[config.mk]
export PLATFORM = sky130hd
export DESIGN_NAME = interleaved_address_target_decoder
export DESIGN_NICKNAME = d
export VERILOG_FILES = /design/src/rtl/aitd_pkg.sv /design/src/rtl/aitd_table.sv /design/src/rtl/aitd_div.sv /design/src/rtl/interleaved_address_target_decoder.sv
export SDC_FILE = /design/constraint.sdc
export NUM_CORES = 2
export LEC_CHECK = 0
export BUFFER_PORTS_ARGS = -buffer_cell sky130_fd_sc_hd__buf_2
export CORE_MARGIN = 5
export CORE_UTILIZATION = 44
export DETAILED_ROUTE_END_ITERATION = 10
export GPL_TIMING_DRIVEN = 0
export PLACE_DENSITY_LB_ADDON = 0.12
export SLEW_MARGIN = 30
export SYNTH_ARGS = -nofsm -noshare
export SYNTH_HDL_FRONTEND = slang
export SYNTH_SLANG_ARGS = --single-unit
[constraint.sdc]
create_clock -name i_clk -period 50.9 [get_ports i_clk]
set_input_delay 2.545 -clock i_clk [delete_from_list [all_inputs] [get_ports i_clk]]
set_output_delay 2.545 -clock i_clk [all_outputs]
set_load 0.02 [all_outputs]
[src/rtl/aitd_pkg.sv]
// shared types and constants for the interleaved address target decoder
// no dependencies
`default_nettype none

package aitd_pkg;

    // defaults for the top level parameters
    localparam int MAX_ENTRIES_DEF = 16;
    localparam int ADDR_BITS_DEF   = 64;

    // fixed field widths
    localparam int ADDR_W   = 64;
    localparam int LINE_W   = 32;
    localparam int CNT_W    = 9;
    localparam int SIDX_W   = 8;
    localparam int SHIFT_W  = 5;
    localparam int TIDX_W   = 4;
    localparam int DEC_W    = 2;
    localparam int INUSE_W  = 5;
    localparam int S_DATA_W = 320;
    localparam int M_DATA_W = 8;

    // shared divider: 64-bit dividend, 32-bit divisor, one quotient bit per cycle
    localparam int DIVD_W = 64;
    localparam int DIVR_W = 32;
    localparam int DCNT_W = $clog2(DIVD_W + 1);

    // command codes (tuser of the input stream)
    localparam logic CMD_LOOKUP = 1'b0;
    localparam logic CMD_WRITE  = 1'b1;

    // decision codes (tuser of the output stream)
    localparam logic [DEC_W-1:0] DEC_MATCH   = 2'd0;
    localparam logic [DEC_W-1:0] DEC_DEFAULT = 2'd1;
    localparam logic [DEC_W-1:0] DEC_ZERO    = 2'd2;
    localparam logic [DEC_W-1:0] DEC_WRITE   = 2'd3;

    // one table entry
    typedef struct packed {
        logic [ADDR_W-1:0]  rbeg;
        logic [ADDR_W-1:0]  rend;
        logic [63:0]        seed;
        logic [LINE_W-1:0]  line_size;
        logic [CNT_W-1:0]   cnt;
        logic [SIDX_W-1:0]  sidx;
        logic [SHIFT_W-1:0] shift;
        logic               dflt;
        logic               xmode;
    } t_entry;

endpackage

`default_nettype wire

[src/rtl/aitd_table.sv]
// target entry memory: one write port, one read port with registered data
// depends on aitd_pkg
`default_nettype none

module aitd_table #(
    parameter int DEPTH = aitd_pkg::MAX_ENTRIES_DEF,
    parameter int IDX_W = 4
) (
    input  wire                   i_clk,
    input  wire                   i_we,
    input  wire [IDX_W-1:0]       i_waddr,
    input  aitd_pkg::t_entry      i_wdata,
    input  wire                   i_re,
    input  wire [IDX_W-1:0]       i_raddr,
    output aitd_pkg::t_entry      o_rdata
);

    aitd_pkg::t_entry r_mem [DEPTH];
    aitd_pkg::t_entry r_rdata;

    always_ff @(posedge i_clk) begin
        if (i_we) begin
            r_mem[i_waddr] <= i_wdata;
        end
    end

    always_ff @(posedge i_clk) begin
        if (i_re) begin
            r_rdata <= r_mem[i_raddr];
        end
    end

    assign o_rdata = r_rdata;

endmodule

`default_nettype wire

[src/rtl/aitd_div.sv]
// restoring divider, one quotient bit per cycle, quotient and remainder
// depends on aitd_pkg
`default_nettype none

module aitd_div (
    input  wire                           i_clk,
    input  wire                           i_rst_n,
    input  wire                           i_start,
    input  wire [aitd_pkg::DIVD_W-1:0]    i_dividend,
    input  wire [aitd_pkg::DIVR_W-1:0]    i_divisor,
    output logic                          o_busy,
    output logic                          o_done,
    output logic [aitd_pkg::DIVD_W-1:0]   o_quot,
    output logic [aitd_pkg::DIVR_W-1:0]   o_rem
);

    logic [aitd_pkg::DIVD_W-1:0] r_q;
    logic [aitd_pkg::DIVR_W-1:0] r_r;
    logic [aitd_pkg::DIVR_W-1:0] r_d;
    logic [aitd_pkg::DCNT_W-1:0] r_cnt;
    logic                        r_busy;
    logic                        r_done;

    logic [aitd_pkg::DIVR_W:0]   trial;
    logic [aitd_pkg::DIVR_W:0]   diff;
    logic                        take;

    // shift in next dividend bit, subtract when it fits
    assign trial = {r_r, r_q[aitd_pkg::DIVD_W-1]};
    assign diff  = trial - {1'b0, r_d};
    assign take  = (trial >= {1'b0, r_d});

    always_ff @(posedge i_clk) begin
        if (!i_rst_n) begin
            r_busy <= 1'b0;
            r_done <= 1'b0;
            r_cnt  <= '0;
        end else begin
            r_done <= 1'b0;
            if (i_start) begin
                r_busy <= 1'b1;
                r_cnt  <= aitd_pkg::DCNT_W'(aitd_pkg::DIVD_W);
            end else if (r_busy) begin
                r_cnt <= r_cnt - 1'b1;
                if (r_cnt == aitd_pkg::DCNT_W'(1)) begin
                    r_busy <= 1'b0;
                    r_done <= 1'b1;
                end
            end
        end
    end

    always_ff @(posedge i_clk) begin
        if (i_start) begin
            r_q <= i_dividend;
            r_r <= '0;
            r_d <= i_divisor;
        end else if (r_busy) begin
            r_q <= {r_q[aitd_pkg::DIVD_W-2:0], take};
            r_r <= take ? diff[aitd_pkg::DIVR_W-1:0] : trial[aitd_pkg::DIVR_W-1:0];
        end
    end

    assign o_busy = r_busy;
    assign o_done = r_done;
    assign o_quot = r_q;
    assign o_rem  = r_r;

endmodule

`default_nettype wire

[src/rtl/interleaved_address_target_decoder.sv]
// interleaved address target decoder: top level, lookup sequencer and output register
// depends on aitd_pkg, aitd_table, aitd_div
//
// channel    dir  handshake              payload
// s_axis     in   tvalid/tready          tuser: cmd; tdata: entry fields
// m_axis     out  tvalid/tready          tuser: decision; tdata: target_index
// cfg        in   i_cfg_we (no wait)     i_cfg_wdata: entries_in_use
//
// a write beat is stored on its accepting edge, then waits in ST_DONE for the output load
// a lookup walks the entries in use, each through ST_CHK (table read) and ST_RNG (range
// test); an interleaved entry in range also waits twice on the shared divider:
// in ST_DIVL (line), then via ST_HASH in ST_MODW (slice modulo); results wait in ST_DONE
// synchronous active-low reset; the table holds no reset, entries_in_use clears
// the output register holds one result, so a stalled m_axis only blocks at the end
`default_nettype none

module interleaved_address_target_decoder #(
    parameter int MAX_ENTRIES = aitd_pkg::MAX_ENTRIES_DEF,
    parameter int ADDR_BITS   = aitd_pkg::ADDR_BITS_DEF
) (
    input  wire                                 i_clk,
    input  wire                                 i_rst_n,
    // configuration
    input  wire                                 i_cfg_we,
    input  wire [aitd_pkg::INUSE_W-1:0]         i_cfg_wdata,   // entries_in_use
    // input stream
    input  wire                                 s_axis_tvalid,
    output logic                                s_axis_tready,
    // tdata from bit 0: addr, entry_index, range_begin, range_end, default flag,
    // slice_count, slice_index, line_size, hash_seed, hash_shift, use_xor_hash, zero pad
    input  wire [aitd_pkg::S_DATA_W-1:0]        s_axis_tdata,
    input  wire                                 s_axis_tuser,  // cmd
    // output stream
    output logic                                m_axis_tvalid,
    input  wire                                 m_axis_tready,
    output logic [aitd_pkg::M_DATA_W-1:0]       m_axis_tdata,  // target_index, zero pad
    output logic [aitd_pkg::DEC_W-1:0]          m_axis_tuser   // decision
);

    localparam int IDX_W = (MAX_ENTRIES > 1) ? $clog2(MAX_ENTRIES) : 1;
    localparam int ECNT_W = $clog2(MAX_ENTRIES + 1);
    localparam logic [aitd_pkg::ADDR_W-1:0] ADDR_MASK =
        {aitd_pkg::ADDR_W{1'b1}} >> (aitd_pkg::ADDR_W - ADDR_BITS);

    typedef enum logic [2:0] {
        ST_IDLE,
        ST_CHK,
        ST_RNG,
        ST_DIVL,
        ST_HASH,
        ST_MODW,
        ST_DONE
    } t_state;

    // input beat fields
    logic [63:0]                     f_addr;
    logic [3:0]                      f_eidx;
    aitd_pkg::t_entry                f_entry;

    assign f_addr            = s_axis_tdata[63:0];
    assign f_eidx            = s_axis_tdata[67:64];
    assign f_entry.rbeg      = s_axis_tdata[131:68] & ADDR_MASK;
    assign f_entry.rend      = s_axis_tdata[195:132] & ADDR_MASK;
    assign f_entry.dflt      = s_axis_tdata[196];
    assign f_entry.cnt       = s_axis_tdata[205:197];
    assign f_entry.sidx      = s_axis_tdata[213:206];
    assign f_entry.line_size = s_axis_tdata[245:214];
    assign f_entry.seed      = s_axis_tdata[309:246];
    assign f_entry.shift     = s_axis_tdata[314:310];
    assign f_entry.xmode     = s_axis_tdata[315];

    t_state                              r_state;
    logic [aitd_pkg::INUSE_W-1:0]        r_inuse;
    logic [ECNT_W-1:0]                   r_e;       // entry under test
    logic [ECNT_W-1:0]                   r_n;       // entries to walk
    logic [ECNT_W-1:0]                   r_dflt;    // last default entry seen
    logic                                r_have_dflt;
    logic [aitd_pkg::ADDR_W-1:0]         r_addr;
    logic [aitd_pkg::TIDX_W-1:0]         r_res_idx;
    logic [aitd_pkg::DEC_W-1:0]          r_res_dec;
    logic                                r_out_valid;
    logic [aitd_pkg::TIDX_W-1:0]         r_out_idx;
    logic [aitd_pkg::DEC_W-1:0]          r_out_dec;

    logic                                s_beat;
    logic                                out_load;
    logic                                tbl_we;
    logic                                tbl_re;
    aitd_pkg::t_entry                    rd;
    logic [ECNT_W-1:0]                   n_walk;

    logic                                in_range;
    logic [aitd_pkg::ADDR_W-1:0]         offset;
    logic [aitd_pkg::DIVR_W-1:0]         line_div;
    logic [aitd_pkg::DIVD_W-1:0]         hashed;
    logic [5:0]                          sh2;

    logic                                div_start;
    logic [aitd_pkg::DIVD_W-1:0]         div_dividend;
    logic [aitd_pkg::DIVR_W-1:0]         div_divisor;
    logic                                div_busy;
    logic                                div_done;
    logic [aitd_pkg::DIVD_W-1:0]         div_quot;
    logic [aitd_pkg::DIVR_W-1:0]         div_rem;

    assign s_axis_tready = (r_state == ST_IDLE);
    assign s_beat        = s_axis_tvalid && s_axis_tready;

    // result moves into the output register once it is free or being drained
    assign out_load = (r_state == ST_DONE) && (!r_out_valid || m_axis_tready);

    // entries_in_use above the table depth walks the whole table
    assign n_walk = (r_inuse > MAX_ENTRIES) ? ECNT_W'(MAX_ENTRIES) : ECNT_W'(r_inuse);

    // write beats store at once; an index past the table stores nothing
    assign tbl_we = s_beat && (s_axis_tuser == aitd_pkg::CMD_WRITE) && (f_eidx < MAX_ENTRIES);
    assign tbl_re = (r_state == ST_CHK) && (r_e != r_n);

    aitd_table #(
        .DEPTH (MAX_ENTRIES),
        .IDX_W (IDX_W)
    ) u_table (
        .i_clk   (i_clk),
        .i_we    (tbl_we),
        .i_waddr (IDX_W'(f_eidx)),
        .i_wdata (f_entry),
        .i_re    (tbl_re),
        .i_raddr (r_e[IDX_W-1:0]),
        .o_rdata (rd)
    );

    // range test and line offset on the entry just read
    assign in_range = (rd.rbeg <= r_addr) && (r_addr < rd.rend);
    assign offset   = (r_addr - rd.rbeg) & ADDR_MASK;
    assign line_div = (rd.line_size == '0) ? aitd_pkg::DIVR_W'(1) : rd.line_size;

    // slice select: linear keeps the home line, xor mode folds seed and shifted copies
    assign sh2    = {rd.shift, 1'b0};
    assign hashed = rd.xmode ? (div_quot ^ rd.seed ^ (div_quot >> rd.shift) ^ (div_quot >> sh2))
                             : div_quot;

    assign div_start    = ((r_state == ST_RNG) && !rd.dflt && in_range && (rd.cnt > 9'd1))
                       || (r_state == ST_HASH);
    assign div_dividend = (r_state == ST_HASH) ? hashed : offset;
    assign div_divisor  = (r_state == ST_HASH) ? aitd_pkg::DIVR_W'(rd.cnt) : line_div;

    aitd_div u_div (
        .i_clk      (i_clk),
        .i_rst_n    (i_rst_n),
        .i_start    (div_start),
        .i_dividend (div_dividend),
        .i_divisor  (div_divisor),
        .o_busy     (div_busy),
        .o_done     (div_done),
        .o_quot     (div_quot),
        .o_rem      (div_rem)
    );

    always_ff @(posedge i_clk) begin
        if (!i_rst_n) begin
            r_state     <= ST_IDLE;
            r_inuse     <= '0;
            r_out_valid <= 1'b0;
            r_have_dflt <= 1'b0;
            r_e         <= '0;
            r_n         <= '0;
            r_dflt      <= '0;
        end else begin
            if (i_cfg_we) begin
                r_inuse <= i_cfg_wdata;
            end
            if (out_load) begin
                r_out_valid <= 1'b1;
            end else if (m_axis_tvalid && m_axis_tready) begin
                r_out_valid <= 1'b0;
            end
            case (r_state)
                ST_IDLE: begin
                    if (s_beat) begin
                        if (s_axis_tuser == aitd_pkg::CMD_WRITE) begin
                            r_res_idx <= f_eidx;
                            r_res_dec <= aitd_pkg::DEC_WRITE;
                            r_state   <= ST_DONE;
                        end else begin
                            r_addr      <= f_addr & ADDR_MASK;
                            r_e         <= '0;
                            r_n         <= n_walk;
                            r_have_dflt <= 1'b0;
                            r_state     <= ST_CHK;
                        end
                    end
                end
                ST_CHK: begin
                    if (r_e == r_n) begin
                        // walk finished without a hit
                        if (r_have_dflt) begin
                            r_res_idx <= aitd_pkg::TIDX_W'(r_dflt);
                            r_res_dec <= aitd_pkg::DEC_DEFAULT;
                        end else begin
                            r_res_idx <= '0;
                            r_res_dec <= aitd_pkg::DEC_ZERO;
                        end
                        r_state <= ST_DONE;
                    end else begin
                        r_state <= ST_RNG;
                    end
                end
                ST_RNG: begin
                    if (rd.dflt) begin
                        r_dflt      <= r_e;
                        r_have_dflt <= 1'b1;
                        r_e         <= r_e + 1'b1;
                        r_state     <= ST_CHK;
                    end else if (!in_range) begin
                        r_e     <= r_e + 1'b1;
                        r_state <= ST_CHK;
                    end else if (rd.cnt <= 9'd1) begin
                        r_res_idx <= aitd_pkg::TIDX_W'(r_e);
                        r_res_dec <= aitd_pkg::DEC_MATCH;
                        r_state   <= ST_DONE;
                    end else begin
                        r_state <= ST_DIVL;
                    end
                end
                ST_DIVL: begin
                    if (div_done) begin
                        r_state <= ST_HASH;
                    end
                end
                ST_HASH: begin
                    r_state <= ST_MODW;
                end
                ST_MODW: begin
                    if (div_done) begin
                        if (div_rem == aitd_pkg::DIVR_W'(rd.sidx)) begin
                            r_res_idx <= aitd_pkg::TIDX_W'(r_e);
                            r_res_dec <= aitd_pkg::DEC_MATCH;
                            r_state   <= ST_DONE;
                        end else begin
                            r_e     <= r_e + 1'b1;
                            r_state <= ST_CHK;
                        end
                    end
                end
                ST_DONE: begin
                    if (out_load) begin
                        r_out_idx <= r_res_idx;
                        r_out_dec <= r_res_dec;
                        r_state   <= ST_IDLE;
                    end
                end
                default: begin
                    r_state <= ST_IDLE;
                end
            endcase
        end
    end

    assign m_axis_tvalid = r_out_valid;
    assign m_axis_tdata  = aitd_pkg::M_DATA_W'(r_out_idx);
    assign m_axis_tuser  = r_out_dec;

`ifndef SYNTHESIS
    // an entry is only examined while it lies inside the walk
    a_walk_bound: assert property (@(posedge i_clk) disable iff (!i_rst_n)
        (r_state == ST_RNG) |-> (r_e < r_n))
        else $error("entry under test beyond walk length");

    // the shared divider is never restarted mid-operation
    a_div_free: assert property (@(posedge i_clk) disable iff (!i_rst_n)
        div_start |-> !div_busy)
        else $error("divider started while busy");

    // divider completion is only awaited in its wait states
    a_div_done: assert property (@(posedge i_clk) disable iff (!i_rst_n)
        div_done |-> ((r_state == ST_DIVL) || (r_state == ST_MODW)))
        else $error("divider finished outside a wait state");
`endif

endmodule

`default_nettype wire
---- Word-level counts from Yosys, hierarchy flattened ----
Memory sizes are Yosys's and may differ from the RTL's. A register that Yosys moved wholly into a read port is not among the register bits.
Cells that the tools add are included.
W data, S select, Z words.
operators by class
  multiplexer cells ....................... 60
  magnitude comparators ................... 6
  bitwise gates (word level) .............. 6
  reduce and logical (&&, ||, !) cells .... 32
  add/subtract/negate cells ............... 4
  shift operators ......................... 2
  equal/unequal tests ..................... 25
operators with widths
  cell                  number
  $mux W64              4
  $xor A64 B64 Y64      3
  $le A64 B64 Y1        1
  $lt A64 B64 Y1        1
  $shr A64 B5 Y64       1
  $shr A64 B6 Y64       1
  $sub A64 B64 Y64      1
  $mux W4               9
  $mux W5               7
  $ge A33 B32 Y1        1
  $eq A32 B8 Y1         1
  $logic_not A32 Y1     1
  $mux W32              1
  $sub A32 B32 Y32      1
  $mux W3               10
  $pmux W3 S7           1
  $mux W2               9
  $mux W9               2
  $pmux W4 S4           1
  $pmux W5 S3           1
  $mux W7               2
  $ne A2 B1 Y1 const B  7
  $ne A2 B2 Y1 const B  6
  $reduce_and A4 Y1     3
  29 further kinds      60
storage, ports and cells
  RAM bits ................................ 3968
  memories ................................ 1
  register bits ........................... 237
memories
  name           depth  width  rd ports  clocked after Yosys merged registers in  write ports  RTL line          text
  u_table.r_mem  16     248    1         1                                        1            aitd_table.sv:18  aitd_pkg::t_entry r_mem [DEPTH];

---- Depth between registers and ports, before layout ----
  depth in word-level cells ............... 7
  mapped depth ............................ 16

---- Modules after synthesis ----
From an unflattened synthesis, not the netlist that was laid out.
second synthesis, totals
  cell total of the unflattened synthesis .. 9446
  area total of the unflattened synthesis .. 183323.3 um2
by module, submodules not included
  module                              cells an instance  sequential area each (um2)  instances  area each (um2)
  aitd_table                          6471               126601.4                    1          156387.5
  interleaved_address_target_decoder  2302               2762.6                      1          19598.8
  aitd_div                            673                3703.6                      1          7337.0

---- Worst setup path after synthesis ----
Ideal clock, no wire load.
  kind .................................... input to register
  start point ............................. in s_axis_tvalid
  end point ............................... mem u_table.r_mem[0][0] (netlist name), enable pin
  setup slack ............................. 29.993 ns
  setup time .............................. 1.160 ns
  stages on the path ...................... 3
  arrival time ............................ 19.746 ns
  path through ............................ nand3_1 or3_1 nor3_1
between the ends
  longest elaborated chain between the ends .. 4
ends and longest elaborated chain
  item                           RTL line                                   text
  start: declaration             interleaved_address_target_decoder.sv:27   input wire s_axis_tvalid,
  $logic_and A1 B1 Y1            interleaved_address_target_decoder.sv:107  assign s_beat = s_axis_tvalid && s_axis_tready;
  $logic_and A1 B1 Y1            interleaved_address_target_decoder.sv:116  assign tbl_we = s_beat && (s_axis_tuser == aitd_pkg::CMD_WRITE) && (f_eidx < MAX_ENTRIES);
  $mux W1                        aitd_table.sv:22                           if (i_we) begin
  $mux W1 (implied by the code)  aitd_table.sv:23                           r_mem[i_waddr] <= i_wdata;
  end: declaration               aitd_table.sv:18
No other way between the ends.

---- Final worst setup path ----
  start point ............................. reg r_addr[63] (netlist name)
  end point ............................... reg u_div.r_q (netlist bit u_div.o_quot[35]), enable pin
between the ends
  longest elaborated chain between the ends .. 7
  elaborated cells on any way between the ends .. 9
  classes of those cells .................. 2 x order compare; 1 x eq/ne; 6 x reduce/logical
ends and longest elaborated chain
  item                                                          RTL line                                   text
  start: declaration                                            interleaved_address_target_decoder.sv:78   logic [aitd_pkg::ADDR_W-1:0] r_addr;
  start signal: assignment                                      interleaved_address_target_decoder.sv:185  r_addr <= f_addr & ADDR_MASK;
  $le A64 B64 Y1 or $lt A64 B64 Y1 (tied branches)              interleaved_address_target_decoder.sv:133  assign in_range = (rd.rbeg <= r_addr) && (r_addr < rd.rend);
  $logic_and A1 B1 Y1 *                                         interleaved_address_target_decoder.sv:133
  $logic_and A1 B1 Y1 * (2 in series)                           interleaved_address_target_decoder.sv:142  assign div_start = ((r_state == ST_RNG) && !rd.dflt && in_range && (rd.cnt > 9'd1))
  $logic_or A1 B1 Y1 *                                          interleaved_address_target_decoder.sv:143  || (r_state == ST_HASH);
  $ne A3 B2 Y1 (no line) or $reduce_bool A2 Y1 (tied branches)  n/a
  $reduce_and A2 Y1 (no line) *                                 n/a
  end signal: assignment                                        aitd_div.sv:55                             r_q <= i_dividend;
  end signal: assignment                                        aitd_div.sv:59                             r_q <= {r_q[aitd_pkg::DIVD_W-2:0], take};
  end: declaration                                              aitd_div.sv:17                             logic [aitd_pkg::DIVD_W-1:0] r_q;
Mark *: on every way between the ends. The rest lies on a longest branch, timed or not.
A chain may end at the register's enable or synchronous reset.

==> key figures <==
Clock network
  • H-tree Lvls: 5
  • Clk_lat worst skew: 1.01 ns
  • Post-CTS Hold Fix Bufs: 0
  • Clock slew at reported path FFs: approximately 0.06 ns
  • Setup Fix Bufs, Post-CTS: 0
  • CTS buffer count: approximately 460
  • Post-CTS Resized: 0
  • Clk buf depth: 4
  • Root buffer cell: clkbuf_16
  • CTS tree: built
  • # clock sinks: around 4500

Place
  • Cell Area, Placed: roughly 200000 µm²
  • Port Buf Inserts: 331
  • Post-placement cell count: roughly 15000
  • Post-place setup slack: 45.05 ns
  • Dpl hpwl: 399000 µm
  • Placer congestion estimate: slightly below 1

Setup path
  • Crit end category: flip-flop
  • Worst R2R Path Depth: 13
  • CP Max Fanout: 36
  • WP data arrival: 6.27 ns
  • Critical path class: reg2reg
  • Required @ worst endpoint: just over 50 ns
  • Crit start category: flip-flop

Worst hold path
  • Hold WC Path Type: reg2reg
  • Hold depth: 0

Die
  • Cell Rows: 235
  • I/O Pins: 343
  • Die ar.: ~420000 µm²
  • Die Wd: ~650 µm
  • Core area: 410000 µm²
  • Starting Density: 0.442
  • Vert. Die Dim: 652 µm

GRT
  • Vias in the first global route: 97000
  • Largest net degree at the start of global routing: 46
  • Final global-route overflow total: 0
  • Initial antenna violation count: 139
  • Tot GR Track Use: 0.261
  • First-pass GRT wire length: 777000 µm

Finish
  • Fin cells: 15900
  • Synth-to-Final Area Change: 18.4%
  • Final cell area excluding filler cells: 214000 µm²
  • Share of cells above drive strength 1: 0.308
  • Nets: 10500
  • Final Util: 0.523

STA
  • Final number of setup-violating endpoints: 0
  • Final-report hold violation count: 0
  • Period utilisation layout: 0.109
  • RSZ-0062 raised after global routing: false
  • Fmax: 180 MHz
  • Crit path time final: 5.56 ns
  • Total negative setup slack: 0 ns
  • Slew @ Worst Pin: 1.12 ns
  • Final setup margin: 45.34 ns
  • Worst rel slew slack: 0.255
  • Clock skew: 0.0609 ns
  • Fin Hold WS: 0.426 ns
  • Slew Viols, Final: 0

Logic synthesis
  • Synth Area per Inst: 20.9 µm²
  • Ys async rst share: 0
  • Dominant cell type by area after synthesis: edfxtp_1
  • Area contributors post-synth: edfxtp_1, mux4_2, ha_1
  • Synthesized flop and latch total: 4453
  • Main synth FF type: edfxtp_1
  • Synth unique cells: 91
  • Synth Warn #: 0
  • Most frequent cells after synthesis: edfxtp_1, mux4_2, clkbuf_1
  • Synth top area share: 0.727
  • Post-synth EDFFs: roughly 4400
  • Register area share after synthesis: 0.734
  • Mapped Cells: 8649
  • Most common cell in the netlist: edfxtp_1
  • Mapped Area: 181000 µm²

Pwr
  • Reg power frac: 0.423
  • Combinational fraction of design power: 0.262
  • Total internal power: 7.10 mW
  • Clock network power share: 0.315
  • Leakage: between 60 and 70 nW
  • P_sw: 3.02 mW
  • Pwr/cell area: between 40 and 50 nW/µm²
  • Sw frac: 0.299
  • Peak VDD IR: 0.0000298 V
  • Pwr Total: 10.1 mW

Drt
  • Final ANT Viol Nets: 0
  • Via-to-Cell Ratio: 6.04
  • DR WL/cell: 35.4 µm
  • Routed wire length: 562000 µm
  • DRC: 0
  • DR vias: 95700
  • DRT Pass-1 Iters: 8
  • Initial drt markers: ~11000

Run
  • Max Cap Viol: 0

Run status
  • Run status: completed
metal layers:
layer,share of wire,wire (µm),GRT usage,up-vias
li1,-,-,-,38900
met4,0.049,27600,0.112,60
met5,0.00069,386,0,-
met3,0.074,41800,0.0514,987
met1,0.40,225000,0.356,51800
met2,0.48,267000,0.414,4053
power by group through the flow:
| stage | registers, mW | logic [mW] | clock network (mW) |
|---|---|---|---|
| after floorplan | 4.35 | 1.66 | 0 |
| after global placement | 4.44 | 2.55 | 0 |
| after detailed placement | 4.36 | 2.64 | 0 |
| after CTS | 4.28 | 2.65 | 3.25 |
| after global routing | 4.29 | 2.80 | 3.40 |
| final | 4.28 | 2.65 | 3.19 |
layout make-up:
type                            instances  area [µm²]
Antenna cell                           56         140
Buffer                                494        2220
Clock buffer                          552       11900
Clock inverter                        275        2160
Fill cell                           32200      195000
Inverter                              199         748
Multi-Input combinational cell       3506       45700
Sequential cell                      4453      133000
Tap cell                             5451        6820
Timing Repair Buffer                  869       11700
registers in the layout, indices dropped and copies added (netlist names), 2 cells and up:
name	cells
u_div.r_cnt	7
r_out_idx	4
r_res_idx	4
u_div.o_rem	32
r_n	5
r_state	3
u_div.r_d	32
r_e	5
r_inuse	5
r_res_dec	2
u_table.r_mem	3968
r_dflt	4
u_table.o_rdata	248
m_axis_tuser	2
u_div.o_quot	64
r_addr	64
path summary, 6_finish.rpt:
check,slack (ns),end,from
setup / recovery,45.34,u_div.o_quot[35],r_addr[63]
hold / removal,0.43,m_axis_tuser[1],r_res_dec[1]
setup reg to reg,45.34,u_div.o_quot[35],r_addr[63]
hold reg to reg,0.43,m_axis_tuser[1],r_res_dec[1]
cells in the final DEF (no fill, tap or decap), types with 203 or more instances in the layout:
cell type  instances
mux4_2          1350
nand2_1          203
edfxtp_1        4388
clkbuf_1         291
buf_2            417
buf_16           272
clkbuf_16        463
a21oi_1          253
nor2_1           208
buf_4            206
kinds of logic after synthesis:
family / share of synthesized area
mux: 0.180
simple gates: 0.0186
flops: 0.734
buf+inv: 0.0148
xor+xnor: 0.0152
other cells: 0.0000207
fa+ha+maj: 0.0114
compound gates: 0.0252
worst max-delay path, stage by stage (launching register included):
cell	delay (ns)
edfxtp_1	0.54
ha_1	0.39
nand4_1	0.14
nor3_1	0.83
nand3_1	0.53
a21oi_1	0.60
nand4bb_1	0.40
and4bb_1	0.26
buf_4	0.20
buf_6	0.17
buf_4	0.19
o21ai_0	0.29
nand2_4	0.36
buf_12	0.31
Note: power is estimated with default switching activity, not from simulation.
